[src/cpv_pkg.sv]
package cpv_pkg;

  // Fixed layout of the chat packet
  localparam int NAME_FIELD_BYTES  = 24;
  localparam int MAX_MESSAGE_BYTES = 255;
  localparam int NAME_MAX_BYTES    = 23;
  localparam int HEADER_BYTES      = 4;
  localparam int MIN_PACKET_BYTES  = HEADER_BYTES + 1;

  localparam int CFG_IDX_W  = 2;
  localparam int CFG_DATA_W = 64;

  localparam logic [CFG_IDX_W-1:0] CFG_NAME_LOW  = 2'd0;
  localparam logic [CFG_IDX_W-1:0] CFG_NAME_MID  = 2'd1;
  localparam logic [CFG_IDX_W-1:0] CFG_NAME_HIGH = 2'd2;
  localparam logic [CFG_IDX_W-1:0] CFG_NAME_LEN  = 2'd3;

  localparam logic [2:0] ST_OK           = 3'd0;
  localparam logic [2:0] ST_OVER_AVAIL   = 3'd1;
  localparam logic [2:0] ST_UNDER_MIN    = 3'd2;
  localparam logic [2:0] ST_NAME_MISMATCH = 3'd3;
  localparam logic [2:0] ST_NAME_SHORT   = 3'd4;
  localparam logic [2:0] ST_NAME_UNTERM  = 3'd5;
  localparam logic [2:0] ST_LEN_MISMATCH = 3'd6;
  localparam logic [2:0] ST_TOO_LONG     = 3'd7;

  localparam logic [7:0] CHAR_SPACE = 8'h20;
  localparam logic [7:0] CHAR_COLON = 8'h3A;
  localparam logic [7:0] CHAR_NUL   = 8'h00;

  typedef enum logic [1:0] {
    PH_IDLE,
    PH_HEADER,
    PH_BODY
  } phase_t;

  typedef struct packed {
    logic [7:0]  data_byte;
    logic        packet_start;
    logic        packet_format;
    logic [15:0] bytes_available;
  } cpv_in_t;

  typedef struct packed {
    logic [2:0] status;
    logic       disconnect;
    logic [4:0] found_name_len;
    logic [4:0] message_offset;
    logic [7:0] message_length;
  } cpv_out_t;

  typedef struct packed {
    logic [NAME_MAX_BYTES*8-1:0] name;
    logic [4:0]                  name_len;
  } cpv_cfg_t;

  typedef struct packed {
    logic     emit;
    cpv_out_t res;
  } cpv_verdict_t;

endpackage

[src/chat_packet_validator_unit.sv]
// Chat packet validator: checks a chat packet that streams in one byte per
// transaction and returns at most one verdict transaction per packet.
// Input channel (in_valid / in_stall / in_data): one packet byte per
// transaction, with packet_start, format and buffered byte count sampled
// on the first byte. A start mid-packet drops the old packet silently.
// Result channel (out_valid / out_stall / out_data): status, disconnect
// flag and, for an accepted packet, name length, message offset and length.
// Configuration port (cfg_we / cfg_index / cfg_data): speaker name bytes
// and name length; write only between packets.
// Throughput: one byte per cycle, sustained while no held result blocks a
// verdict byte. The input register and the result register bound a single
// pass of parse logic. The verdict is registered when the deciding byte
// (header byte 3 or the last byte) fires out of the input register.
// Stall: a held result blocks only a byte that would produce a new verdict;
// bytes that produce no verdict keep flowing while the result waits.
// Reset (rst_n low, synchronous): parser idle, parser and configuration
// registers cleared, both channels empty; no further clearing is needed.
module chat_packet_validator_unit (
  input  logic                            clk,
  input  logic                            rst_n,
  input  logic                            in_valid,
  output logic                            in_stall,
  input  cpv_pkg::cpv_in_t                in_data,
  output logic                            out_valid,
  input  logic                            out_stall,
  output cpv_pkg::cpv_out_t               out_data,
  input  logic                            cfg_we,
  input  logic [cpv_pkg::CFG_IDX_W-1:0]   cfg_index,
  input  logic [cpv_pkg::CFG_DATA_W-1:0]  cfg_data
);

  logic                  s1_valid_r;
  cpv_pkg::cpv_in_t      s1_item_r;
  logic                  s1_go;
  logic                  fire;
  logic                  out_valid_r;
  cpv_pkg::cpv_out_t     out_data_r;
  cpv_pkg::cpv_cfg_t     cfg;
  cpv_pkg::cpv_verdict_t vd;

  cpv_cfg_regs u_cfg (
    .clk       (clk),
    .rst_n     (rst_n),
    .cfg_we    (cfg_we),
    .cfg_index (cfg_index),
    .cfg_data  (cfg_data),
    .cfg       (cfg)
  );

  cpv_parser u_parser (
    .clk   (clk),
    .rst_n (rst_n),
    .fire  (fire),
    .item  (s1_item_r),
    .cfg   (cfg),
    .vd    (vd)
  );

  // hold the staged byte only when its verdict meets a full, stalled result slot
  assign s1_go    = !(vd.emit && out_valid_r && out_stall);
  assign fire     = s1_valid_r && s1_go;
  assign in_stall = s1_valid_r && !s1_go;

  // input register: advance whenever the staged byte moves on
  always_ff @(posedge clk) begin
    if (!rst_n) begin
      s1_valid_r <= 1'b0;
    end else if (!in_stall) begin
      s1_valid_r <= in_valid;
    end
  end

  always_ff @(posedge clk) begin
    if (!in_stall) begin
      s1_item_r <= in_data;
    end
  end

  // result register: load a fresh verdict, drop a delivered one
  always_ff @(posedge clk) begin
    if (!rst_n) begin
      out_valid_r <= 1'b0;
    end else if (fire && vd.emit) begin
      out_valid_r <= 1'b1;
    end else if (!out_stall) begin
      out_valid_r <= 1'b0;
    end
  end

  always_ff @(posedge clk) begin
    if (fire && vd.emit) begin
      out_data_r <= vd.res;
    end
  end

  assign out_valid = out_valid_r;
  assign out_data  = out_data_r;

endmodule

[src/cpv_cfg_regs.sv]
module cpv_cfg_regs (
  input  logic                             clk,
  input  logic                             rst_n,
  input  logic                             cfg_we,
  input  logic [cpv_pkg::CFG_IDX_W-1:0]    cfg_index,
  input  logic [cpv_pkg::CFG_DATA_W-1:0]   cfg_data,
  output cpv_pkg::cpv_cfg_t                cfg
);

  logic [63:0] name_low_r;
  logic [63:0] name_mid_r;
  logic [55:0] name_high_r;
  logic [4:0]  name_len_r;

  always_ff @(posedge clk) begin
    if (!rst_n) begin
      name_low_r  <= '0;
      name_mid_r  <= '0;
      name_high_r <= '0;
      name_len_r  <= '0;
    end else if (cfg_we) begin
      case (cfg_index)
        cpv_pkg::CFG_NAME_LOW:  name_low_r  <= cfg_data;
        cpv_pkg::CFG_NAME_MID:  name_mid_r  <= cfg_data;
        cpv_pkg::CFG_NAME_HIGH: name_high_r <= cfg_data[55:0];
        cpv_pkg::CFG_NAME_LEN:  name_len_r  <= cfg_data[4:0];
        default: ;
      endcase
    end
  end

  // byte 0 of the name sits in the low bits
  assign cfg.name     = {name_high_r, name_mid_r, name_low_r};
  assign cfg.name_len = name_len_r;

endmodule

[src/cpv_parser.sv]
module cpv_parser (
  input  logic                   clk,
  input  logic                   rst_n,
  input  logic                   fire,
  input  cpv_pkg::cpv_in_t       item,
  input  cpv_pkg::cpv_cfg_t      cfg,
  output cpv_pkg::cpv_verdict_t  vd
);

  cpv_pkg::phase_t phase_r, phase_nxt;
  logic [15:0] pos_r, pos_nxt;
  logic [7:0]  dlo_r, dlo_nxt;
  logic        fmt_r, fmt_nxt;
  logic [15:0] avail_r, avail_nxt;
  logic [2:0]  pend_r, pend_nxt;
  logic [4:0]  fnl_r, fnl_nxt;
  logic [15:0] fzp_r, fzp_nxt;
  logic        zs_r, zs_nxt;
  logic [4:0]  ms_r, ms_nxt;
  logic [4:0]  sl_r, sl_nxt;
  logic [15:0] last_r, last_nxt;
  logic [15:0] mlen_r, mlen_nxt;

  logic [7:0]  b;
  logic        is_zero;
  logic [15:0] pos_inc;
  logic [15:0] t;
  logic [15:0] m;
  logic [15:0] len_full;
  logic [4:0]  sl_cap;
  logic [4:0]  hdr_ms;
  logic [15:0] hdr_base;
  logic [15:0] hdr_min;
  logic        in_name;
  logic [7:0]  want;
  logic [7:0]  name_sel;
  logic        emit;
  logic [2:0]  st;

  localparam logic [4:0] NameField = 5'(cpv_pkg::NAME_FIELD_BYTES);
  localparam logic [4:0] NameMax   = 5'(cpv_pkg::NAME_MAX_BYTES);

  function automatic logic [7:0] name_byte(
    input logic [cpv_pkg::NAME_MAX_BYTES*8-1:0] name,
    input logic [4:0]                           idx
  );
    logic [7:0] nb;
    nb = '0;
    for (int i = 0; i < cpv_pkg::NAME_MAX_BYTES; i++) begin
      if (idx == 5'(i)) nb = name[i*8 +: 8];
    end
    return nb;
  endfunction

  assign b        = item.data_byte;
  assign is_zero  = (b == cpv_pkg::CHAR_NUL);
  assign pos_inc  = pos_r + 16'd1;
  assign t        = pos_inc - 16'(cpv_pkg::HEADER_BYTES);
  assign m        = t - {11'b0, ms_r};
  assign len_full = {b, dlo_r};
  assign sl_cap   = (cfg.name_len > NameMax) ? NameMax : cfg.name_len;
  assign hdr_ms   = fmt_r ? NameField : (sl_cap + 5'd3);
  assign hdr_base = {11'b0, hdr_ms} + 16'(cpv_pkg::HEADER_BYTES);
  assign hdr_min  = hdr_base + {15'b0, fmt_r};
  assign in_name  = (t < {11'b0, ms_r});
  assign name_sel = name_byte(cfg.name, t[4:0]);

  always_comb begin
    if (t[4:0] < sl_r) begin
      want = name_sel;
    end else if (t[4:0] == sl_r + 5'd1) begin
      want = cpv_pkg::CHAR_COLON;
    end else begin
      want = cpv_pkg::CHAR_SPACE;
    end
  end

  // datapath and verdict
  always_comb begin
    pos_nxt   = pos_r;
    dlo_nxt   = dlo_r;
    fmt_nxt   = fmt_r;
    avail_nxt = avail_r;
    pend_nxt  = pend_r;
    fnl_nxt   = fnl_r;
    fzp_nxt   = fzp_r;
    zs_nxt    = zs_r;
    ms_nxt    = ms_r;
    sl_nxt    = sl_r;
    last_nxt  = last_r;
    mlen_nxt  = mlen_r;
    emit      = 1'b0;
    st        = cpv_pkg::ST_OK;
    if (item.packet_start) begin
      pos_nxt   = '0;
      dlo_nxt   = '0;
      fmt_nxt   = item.packet_format;
      avail_nxt = item.bytes_available;
      pend_nxt  = cpv_pkg::ST_OK;
      fnl_nxt   = '0;
      fzp_nxt   = '0;
      zs_nxt    = 1'b0;
      ms_nxt    = '0;
    end else if (phase_r == cpv_pkg::PH_HEADER) begin
      pos_nxt = pos_inc;
      if (pos_inc == 16'd2) begin
        dlo_nxt = b;
      end else if (pos_inc == 16'd3) begin
        sl_nxt   = sl_cap;
        ms_nxt   = hdr_ms;
        last_nxt = len_full - 16'd1;
        mlen_nxt = len_full - hdr_base;
        if (!fmt_r) fnl_nxt = sl_cap;
        if (len_full > avail_r) begin
          emit = 1'b1;
          st   = cpv_pkg::ST_OVER_AVAIL;
        end else if (len_full < 16'(cpv_pkg::MIN_PACKET_BYTES)) begin
          emit = 1'b1;
          st   = cpv_pkg::ST_UNDER_MIN;
        end else if (len_full < hdr_min) begin
          emit = 1'b1;
          st   = fmt_r ? cpv_pkg::ST_NAME_SHORT : cpv_pkg::ST_LEN_MISMATCH;
        end
      end
    end else if (phase_r == cpv_pkg::PH_BODY) begin
      pos_nxt = pos_inc;
      if (in_name) begin
        if (!fmt_r) begin
          if (b != want && pend_nxt == cpv_pkg::ST_OK) pend_nxt = cpv_pkg::ST_NAME_MISMATCH;
        end else begin
          if (is_zero && !zs_r) begin
            zs_nxt  = 1'b1;
            fnl_nxt = t[4:0];
          end
          if (t[4:0] == NameField - 5'd1) begin
            if (!zs_nxt && pend_nxt == cpv_pkg::ST_OK) pend_nxt = cpv_pkg::ST_NAME_UNTERM;
            zs_nxt = 1'b0;
          end
        end
      end else if (is_zero && !zs_r) begin
        zs_nxt  = 1'b1;
        fzp_nxt = m;
      end
      if (pos_inc == last_r) begin
        emit = 1'b1;
        if (pend_nxt != cpv_pkg::ST_OK) begin
          st = pend_nxt;
        end else if (mlen_r == 16'd0 || !zs_nxt || fzp_nxt != mlen_r - 16'd1) begin
          st = cpv_pkg::ST_LEN_MISMATCH;
        end else if (mlen_r > 16'(cpv_pkg::MAX_MESSAGE_BYTES)) begin
          st = cpv_pkg::ST_TOO_LONG;
        end
      end
    end
  end

  // next phase
  always_comb begin
    phase_nxt = phase_r;
    case (phase_r)
      cpv_pkg::PH_IDLE: begin
        if (item.packet_start) phase_nxt = cpv_pkg::PH_HEADER;
      end
      cpv_pkg::PH_HEADER: begin
        if (item.packet_start) phase_nxt = cpv_pkg::PH_HEADER;
        else if (emit) phase_nxt = cpv_pkg::PH_IDLE;
        else if (pos_inc == 16'd3) phase_nxt = cpv_pkg::PH_BODY;
      end
      cpv_pkg::PH_BODY: begin
        if (item.packet_start) phase_nxt = cpv_pkg::PH_HEADER;
        else if (emit) phase_nxt = cpv_pkg::PH_IDLE;
      end
      default: phase_nxt = cpv_pkg::PH_IDLE;
    endcase
  end

  // verdict fields
  always_comb begin
    vd.emit                   = emit;
    vd.res.status             = st;
    vd.res.disconnect         = (st == cpv_pkg::ST_NAME_MISMATCH);
    vd.res.found_name_len     = '0;
    vd.res.message_offset     = '0;
    vd.res.message_length     = '0;
    if (st == cpv_pkg::ST_OK) begin
      vd.res.found_name_len = fnl_nxt;
      vd.res.message_offset = ms_r + 5'(cpv_pkg::HEADER_BYTES);
      vd.res.message_length = mlen_r[7:0];
    end
  end

  always_ff @(posedge clk) begin
    if (!rst_n) begin
      phase_r <= cpv_pkg::PH_IDLE;
      pos_r   <= '0;
      dlo_r   <= '0;
      fmt_r   <= 1'b0;
      avail_r <= '0;
      pend_r  <= cpv_pkg::ST_OK;
      fnl_r   <= '0;
      fzp_r   <= '0;
      zs_r    <= 1'b0;
      ms_r    <= '0;
      sl_r    <= '0;
      last_r  <= '0;
      mlen_r  <= '0;
    end else if (fire) begin
      phase_r <= phase_nxt;
      pos_r   <= pos_nxt;
      dlo_r   <= dlo_nxt;
      fmt_r   <= fmt_nxt;
      avail_r <= avail_nxt;
      pend_r  <= pend_nxt;
      fnl_r   <= fnl_nxt;
      fzp_r   <= fzp_nxt;
      zs_r    <= zs_nxt;
      ms_r    <= ms_nxt;
      sl_r    <= sl_nxt;
      last_r  <= last_nxt;
      mlen_r  <= mlen_nxt;
    end
  end

endmodule

[config.mk]
export PLATFORM = sky130hd
export DESIGN_NAME = chat_packet_validator_unit
export DESIGN_NICKNAME = d
export VERILOG_FILES = /design/src/cpv_pkg.sv /design/src/chat_packet_validator_unit.sv /design/src/cpv_cfg_regs.sv /design/src/cpv_parser.sv
export SDC_FILE = /design/constraint.sdc
export NUM_CORES = 1
export LEC_CHECK = 0
export BUFFER_PORTS_ARGS = -buffer_cell sky130_fd_sc_hd__buf_2
export CAP_MARGIN = 20
export CORE_ASPECT_RATIO = 1.25
export CORE_MARGIN = 2
export CORE_UTILIZATION = 56
export DETAILED_ROUTE_END_ITERATION = 12
export PLACE_DENSITY = 0.82
export REMOVE_ABC_BUFFERS = 1
export SLEW_MARGIN = 15
export SYNTH_ARGS = -nofsm -noshare
export SYNTH_HDL_FRONTEND = slang
export SYNTH_HIERARCHICAL = 1
export SYNTH_SLANG_ARGS = --single-unit
export TNS_END_PERCENT = 50
[constraint.sdc]
create_clock -name clk -period 5.3 [get_ports clk]
set_clock_uncertainty 0.2 [all_clocks]
set_input_delay 1.06 -clock clk [delete_from_list [all_inputs] [get_ports clk]]
set_output_delay 1.06 -clock clk [all_outputs]
set_load 0.005 [all_outputs]
======== Word-level counts from Yosys, hierarchy flattened ========
Index checks and enable logic that the tools add are counted.
cells by class
  muxes and demuxes ....................... 111
  divide/modulo/power cells ............... 0
  $mul .................................... 0
  reduce and logical (&&, ||, !) cells .... 38
  $lt $le $gt $ge ......................... 7
  bitwise operators ....................... 2
  add/subtract/negate cells ............... 11
  equality and inequality tests ........... 41
  shift-type cells ........................ 0
operators with widths
  operator                                                                           count
  8-bit two-way mux                                                                  27
  16-bit two-way mux                                                                 11
  5-bit two-way mux                                                                  16
  3-bit two-way mux                                                                  23
  5-bit by 4-bit == test with 1-bit output (second input constant)                   8
  5-bit == test (second input constant)                                              8
  16-bit by 2-bit == test with 1-bit output (second input constant)                  2
  16-bit by 1-bit subtractor with 16-bit output (second input constant)              2
  1-bit two-way mux                                                                  26
  5-bit by 3-bit == test with 1-bit output (second input constant)                   4
  16-bit by 1-bit adder with 16-bit output                                           1
  16-bit by 1-bit adder with 16-bit output (second input constant)                   1
  16-bit == test                                                                     1
  16-bit greater-than comparator                                                     1
  16-bit by 8-bit greater-than comparator with 1-bit output (second input constant)  1
  16-bit zero test                                                                   1
  16-bit less-than comparator                                                        1
  16-bit by 3-bit less-than comparator with 1-bit output (second input constant)     1
  16-bit by 5-bit less-than comparator with 1-bit output                             1
  16-bit inequality test                                                             1
  16-bit subtractor                                                                  1
  16-bit by 3-bit subtractor with 16-bit output (second input constant)              1
  16-bit by 5-bit subtractor with 16-bit output                                      1
  2-bit two-way mux                                                                  7
  32 further kinds                                                                   63
word-level totals
  flip-flop bits (word level) ............. 349
  ROM bits ................................ 0
  memories ................................ 0
  input bits .............................. 97
  latch bits .............................. 0
  RAM bits ................................ 0
  word-level logic and storage cells ...... 238

======== Logic depth before layout (Yosys ltp) ========
  depth in word-level cells ............... 42
  depth in mapped cells ................... 29
  depth with buffers taken out ............ 26

======== By module ========
The synthesis kept the hierarchy.
modules (own cells, without submodules)
  module                      cells an instance  area each (um2)  instances
  cpv_parser                  1646               11833.8          1
  cpv_cfg_regs                683                6950.4           1
  chat_packet_validator_unit  59                 1535.2           1

======== Worst setup path before layout ========
Ideal clock, no wire load.
  path kind ............................... flip-flop to flip-flop
  start ................................... register u_parser.pos_r[0]
  end ..................................... register out_data_r (netlist bit out_data[10]) (data pin)
  path buffers ............................ 5
  library setup time ...................... 0.255 ns
  cell stages (with the launch flop) ...... 23
  arrival time ............................ 5.375 ns
  period minus slack after synthesis ...... 5.830 ns
  setup slack ............................. -0.530 ns
  path through ............................ dfxtp_1 > ha_1 > buf_4 > xnor2_1 > ha_1 > clkbuf_1 > xnor3_1 > inv_2 > buf_6 > buf_6 > ha_1 > o21a_1 > nor3_1 > o2111ai_4 > o41ai_4 > a32oi_1 > xnor2_1 > nor4_1 > nand4b_1 > nor3_1 > a221oi_2 > buf_4 > and3_1
between the ends
  longest elaborated chain between the ends .. 42
  elaborated cells between the ends (all ways) .. 92
  those cells by class .................... add/sub (3); order compare (2); eq/ne (29); mux (51); reduce/logical (7)
ends and longest elaborated chain
  what                                           line                              text
  start, declared                                cpv_parser.sv:11                  logic [15:0] pos_r, pos_nxt;
  start signal, assigned                         cpv_parser.sv:209                 pos_r <= pos_nxt;
  16-bit by 1-bit adder with 16-bit output *     cpv_parser.sv:57                  assign pos_inc = pos_r + 16'd1;
  16-bit by 3-bit subtractor with 16-bit output  cpv_parser.sv:58                  assign t = pos_inc - 16'(cpv_pkg::HEADER_BYTES);
  5-bit zero test                                cpv_parser.sv:50                  if (idx == 5'(i)) nb = name[i*8 +: 8];
  8-bit two-way mux (23 in a row)                cpv_parser.sv:50
  8-bit two-way mux                              cpv_parser.sv:69                  if (t[4:0] < sl_r) begin
  8-bit inequality test                          cpv_parser.sv:129                 if (b != want && pend_nxt == cpv_pkg::ST_OK) pend_nxt = cpv_pkg::ST_NAME_MISMATCH;
  1-bit logical AND                              cpv_parser.sv:129
  3-bit two-way mux                              cpv_parser.sv:129
  [4 not listed]                                 --
  3-bit two-way mux                              cpv_parser.sv:94                  if (item.packet_start) begin
  3-bit nonzero test                             cpv_parser.sv:146                 if (pend_nxt != cpv_pkg::ST_OK) begin
  3-bit two-way mux                              cpv_parser.sv:146
  3-bit two-way mux                              cpv_parser.sv:144                 if (pos_inc == last_r) begin
  3-bit two-way mux                              cpv_parser.sv:125                 end else if (phase_r == cpv_pkg::PH_BODY) begin
  3-bit two-way mux *                            cpv_parser.sv:104                 end else if (phase_r == cpv_pkg::PH_HEADER) begin
  3-bit two-way mux *                            cpv_parser.sv:94
  3-bit zero test *                              cpv_parser.sv:185                 if (st == cpv_pkg::ST_OK) begin
  end signal, assigned                           chat_packet_validator_unit.sv:92  out_data_r <= vd.res;
  end, declared                                  chat_packet_validator_unit.sv:37  cpv_pkg::cpv_out_t out_data_r;
Every way passes the cells marked *; elsewhere a longest branch is shown, timed or not. The select of a mux whose other input is x is not followed.
A chain may end at the register's enable or synchronous reset.

======== Final worst setup path ========
  start ................................... register u_parser.pos_r[0]
  end ..................................... register out_data_r (netlist bit out_data[13]) (data pin)
between the ends
  longest elaborated chain between the ends .. 42
  elaborated cells between the ends (all ways) .. 100
  those cells by class .................... add/sub (3); order compare (2); eq/ne (29); mux (59); reduce/logical (7)
ends and longest elaborated chain
  what                                           line
  16-bit by 1-bit adder with 16-bit output *     cpv_parser.sv:57
  16-bit by 3-bit subtractor with 16-bit output  cpv_parser.sv:58
  5-bit zero test                                cpv_parser.sv:50
  8-bit two-way mux (23 in a row)                cpv_parser.sv:50
  8-bit two-way mux                              cpv_parser.sv:69
  8-bit inequality test                          cpv_parser.sv:129
  1-bit logical AND                              cpv_parser.sv:129
  3-bit two-way mux                              cpv_parser.sv:129
  [4 not listed]                                 --
  3-bit two-way mux                              cpv_parser.sv:94
  3-bit nonzero test                             cpv_parser.sv:146
  3-bit two-way mux                              cpv_parser.sv:146
  3-bit two-way mux                              cpv_parser.sv:144
  3-bit two-way mux                              cpv_parser.sv:125
  3-bit two-way mux                              cpv_parser.sv:104
  3-bit two-way mux                              cpv_parser.sv:94
  3-bit zero test                                cpv_parser.sv:185
Marks and branches as above.

==> results.json <==
{
  "outcome": "complete, no violations",
  "grt_overflow": 0,
  "tightest_slew_ns": 1.10,
  "synth-edff-count": 48,
  "die_y_um": 217,
  "clock_sinks": 349,
  "cts_buffer_depth": 3,
  "yosysTopAreaCellShare": 0.297,
  "hold_depth": 2,
  "synth_top_flop_cell": "dfxtp_1",
  "setup_viol": 0,
  "port_buffers": 120,
  "reg2reg_setup_slack_ns": 0.13,
  "die_area_um2": 37800,
  "synth-compound-area-share": 0.177,
  "cp_max_fo": 25,
  "power.density_nw_per_um2": 261,
  "place_area_um2": 21600,
  "multi_input_area_um2": 12000,
  "wl_met3_mm": 4.29,
  "drt-initial-drc-count": 1849,
  "wl_met2_mm": 30.5,
  "synth_top_family_by_area": "simple AND/OR/NAND/NOR gates",
  "yosys_register_bits": 349,
  "leakage_uw": 0.00985,
  "grt_max_degree": 112,
  "yosysWarnings": 6,
  "fin_ws_ns": 0.126,
  "post-place-cells": 2936,
  "fin_nets": 2659,
  "maxCapViolCount": 0,
  "place_ws_ns": -0.0749,
  "drive_gt1_frac": 0.152,
  "start_util": 0.564,
  "path_clk_slew_ns": 0.06,
  "required_ns": 5.51,
  "avgSynthCellArea_um2": 8.51,
  "slew_headroom": 0.269,
  "clkPwrFrac": 0.455,
  "first_pass_iters": 6,
  "synth.area.top_cells": "dfxtp_1, mux2i_1, nand2_1",
  "numCtsBuffers": 37,
  "synth_commonest_cells": "nand2_1, dfxtp_1, mux2i_1",
  "routed_wl_mm": 63.4,
  "p_seq_frac": 0.461,
  "start_kind": "flip-flop",
  "die_x_um": 174,
  "ys_types": 102,
  "fp-row-count": 78,
  "synth_most_common_cell": "nand2_1",
  "synthArstFlopShare": 0,
  "power_switching_uw": 1450,
  "htree_levels": 2,
  "synth_fa_ha_area_frac": 0.0358,
  "wl_met1_mm": 24.1,
  "syn_to_final_growth_pct": 14.1,
  "wl_per_cell_um": 21.0,
  "finalCriticalPeriod_ns": 5.17,
  "slew_violations": 0,
  "ir_drop_mv": 0.243,
  "grt_pass1_vias": 18500,
  "routed-via-count": 18900,
  "crit_arrival_ns": 5.38,
  "coreArea_um2": 36000,
  "root_buffer": "clkbuf_16",
  "finalCritPeriodShare": 0.976,
  "dp_hpwl_mm": 45.5,
  "hold_viol": 0,
  "antenna_found_initial": 0,
  "synth-simple-area-share": 0.213,
  "total_power_uw": 6050,
  "drc": 0,
  "top_layer": "met4",
  "fin_area_um2": 23200,
  "fillers": 3010,
  "r2r_cells": 19,
  "cts_hold_buffers": 0,
  "fmax_mhz": 193,
  "synth_cells": 2388,
  "synth.area.mux_share": 0.101,
  "crit_type": "reg -> reg",
  "yosys.area.top_type": "dfxtp_1",
  "ant_nets": 0,
  "post_drt_via_cell_ratio": 6.26,
  "synth_area_um2": 20300,
  "grt.total_usage": 0.325,
  "cts_tree": "built",
  "boundaryPins": 121,
  "hold_ws_ns": 0.261,
  "gp_congestion": 0.987,
  "yosys.area_share.xor_xnor": 0.0518,
  "grt_pass1_wl_mm": 98.8,
  "yosysSeqAreaShare": 0.367,
  "clk_latency_ns": 0.55,
  "fin_cells": 3013,
  "seq_area_um2": 7480,
  "diodes": 0,
  "p_comb_frac": 0.085,
  "min_path_type": "reg -> reg",
  "swShare": 0.240,
  "power.internal_uw": 4600,
  "crit_path_end_kind": "flip-flop"
}
==> worst max-delay path, stage by stage, from the launching register on <==
cell	delay (ns)
dfxtp_1	0.37
buf_4	0.18
nand3_1	0.10
xor2_1	0.16
ha_1	0.22
xnor3_1	0.32
buf_4	0.36
and2_1	0.41
a32oi_1	0.17
o211ai_1	0.36
a221oi_1	0.17
buf_4	0.19
o21a_1	0.16
nor3_1	0.47
a31oi_1	0.21
nor3_2	0.23
o22ai_1	0.14
a221oi_2	0.23
buf_4	0.21
and3_1	0.18
==> stage by stage <==
stage	TNS, ns	util
after floorplan	-266.54	-
after global placement	0	0.601
after detailed placement	-0.404	0.601
after CTS	0	0.637
after global routing	-0.330	0.644
final	0	0.644
==> power by group through the flow <==
| stage | registers, µW | logic (µW) | clock network [µW] |
|---|---|---|---|
| 6_report | 2790 | 513 | 2750 |
| 2_1_floorplan | 2840 | 290 | 0 |
| 5_1_grt | 2790 | 552 | 2880 |
| 3_3_place_gp | 2840 | 482 | 0 |
| 4_1_cts | 2790 | 499 | 2780 |
| 3_5_place_dp | 2850 | 495 | 0 |
==> area by class of cell <==
type	instances	area share
Clock buffer	53	0.0461
Inverter	73	0.0118
Tap cell	480	0.0259
Multi-Input combinational cell	1803	0.516
Sequential cell	349	0.323
Clock inverter	14	0.00917
Timing Repair Buffer	241	0.0684
==> cell families (layout without fill, tap and decap cells) <==
family,after synthesis,in the layout
AO/OA/AOI/OAI,502,502
XOR/XNOR,116,116
adder cells (fa/ha/maj),57,57
buffers and inverters,236,381
flip-flops,349,349
multiplexers,205,205
other,1,1
AND/OR/NAND/NOR,922,922
==> registers in the layout (all words and copies together), names as in the netlist, 16 cells and up <==
name,cells
s1_item_r,26
out_data,22
u_parser/pos_r,16
u_cfg/name_high_r,56
u_parser/avail_r,16
u_cfg/name_low_r,64
u_cfg/name_mid_r,64
u_parser/last_r,16
u_parser/fzp_r,16
u_parser/mlen_r,16
==> cell usage in the layout, fill, tap and decap left out, types with 67 or more instances in the layout <==
master,count
dfxtp_1,295
nand3_1,67
inv_1,69
buf_4,115
buf_2,119
a21oi_1,82
o21ai_0,86
mux2i_1,201
nand2_1,464
xnor2_1,77
nor2_1,94
==> worst paths after layout <==
path	startpoint	endpoint
setup / recovery	u_parser/pos_r[0]$_SDFFE_PN0P_	out_data[13]$_DFFE_PP_
hold / removal	u_cfg/name_mid_r[25]$_SDFFE_PN0P_	u_cfg/name_mid_r[25]$_SDFFE_PN0P_
setup reg to reg	u_parser/pos_r[0]$_SDFFE_PN0P_	out_data[13]$_DFFE_PP_
hold reg to reg	u_cfg/name_mid_r[25]$_SDFFE_PN0P_	u_cfg/name_mid_r[25]$_SDFFE_PN0P_
==> routing by layer <==
layer / track usage / up-vias
met5: 0 / -
met4: 0.200 / 0
met3: 0.0479 / 299
met2: 0.562 / 913
met1: 0.378 / 8971
li1: - / 8692
==> timing repair <==
action                                 in CTS  in global routing
setup buffers                               0                 10
setup endpoints to repair                   9                 91
pin swaps                                   0                 13
resized for setup                           6                 44
endpoints found under the hold margin       0                  0
No activity file was read; power rests on OpenSTA's default activity.
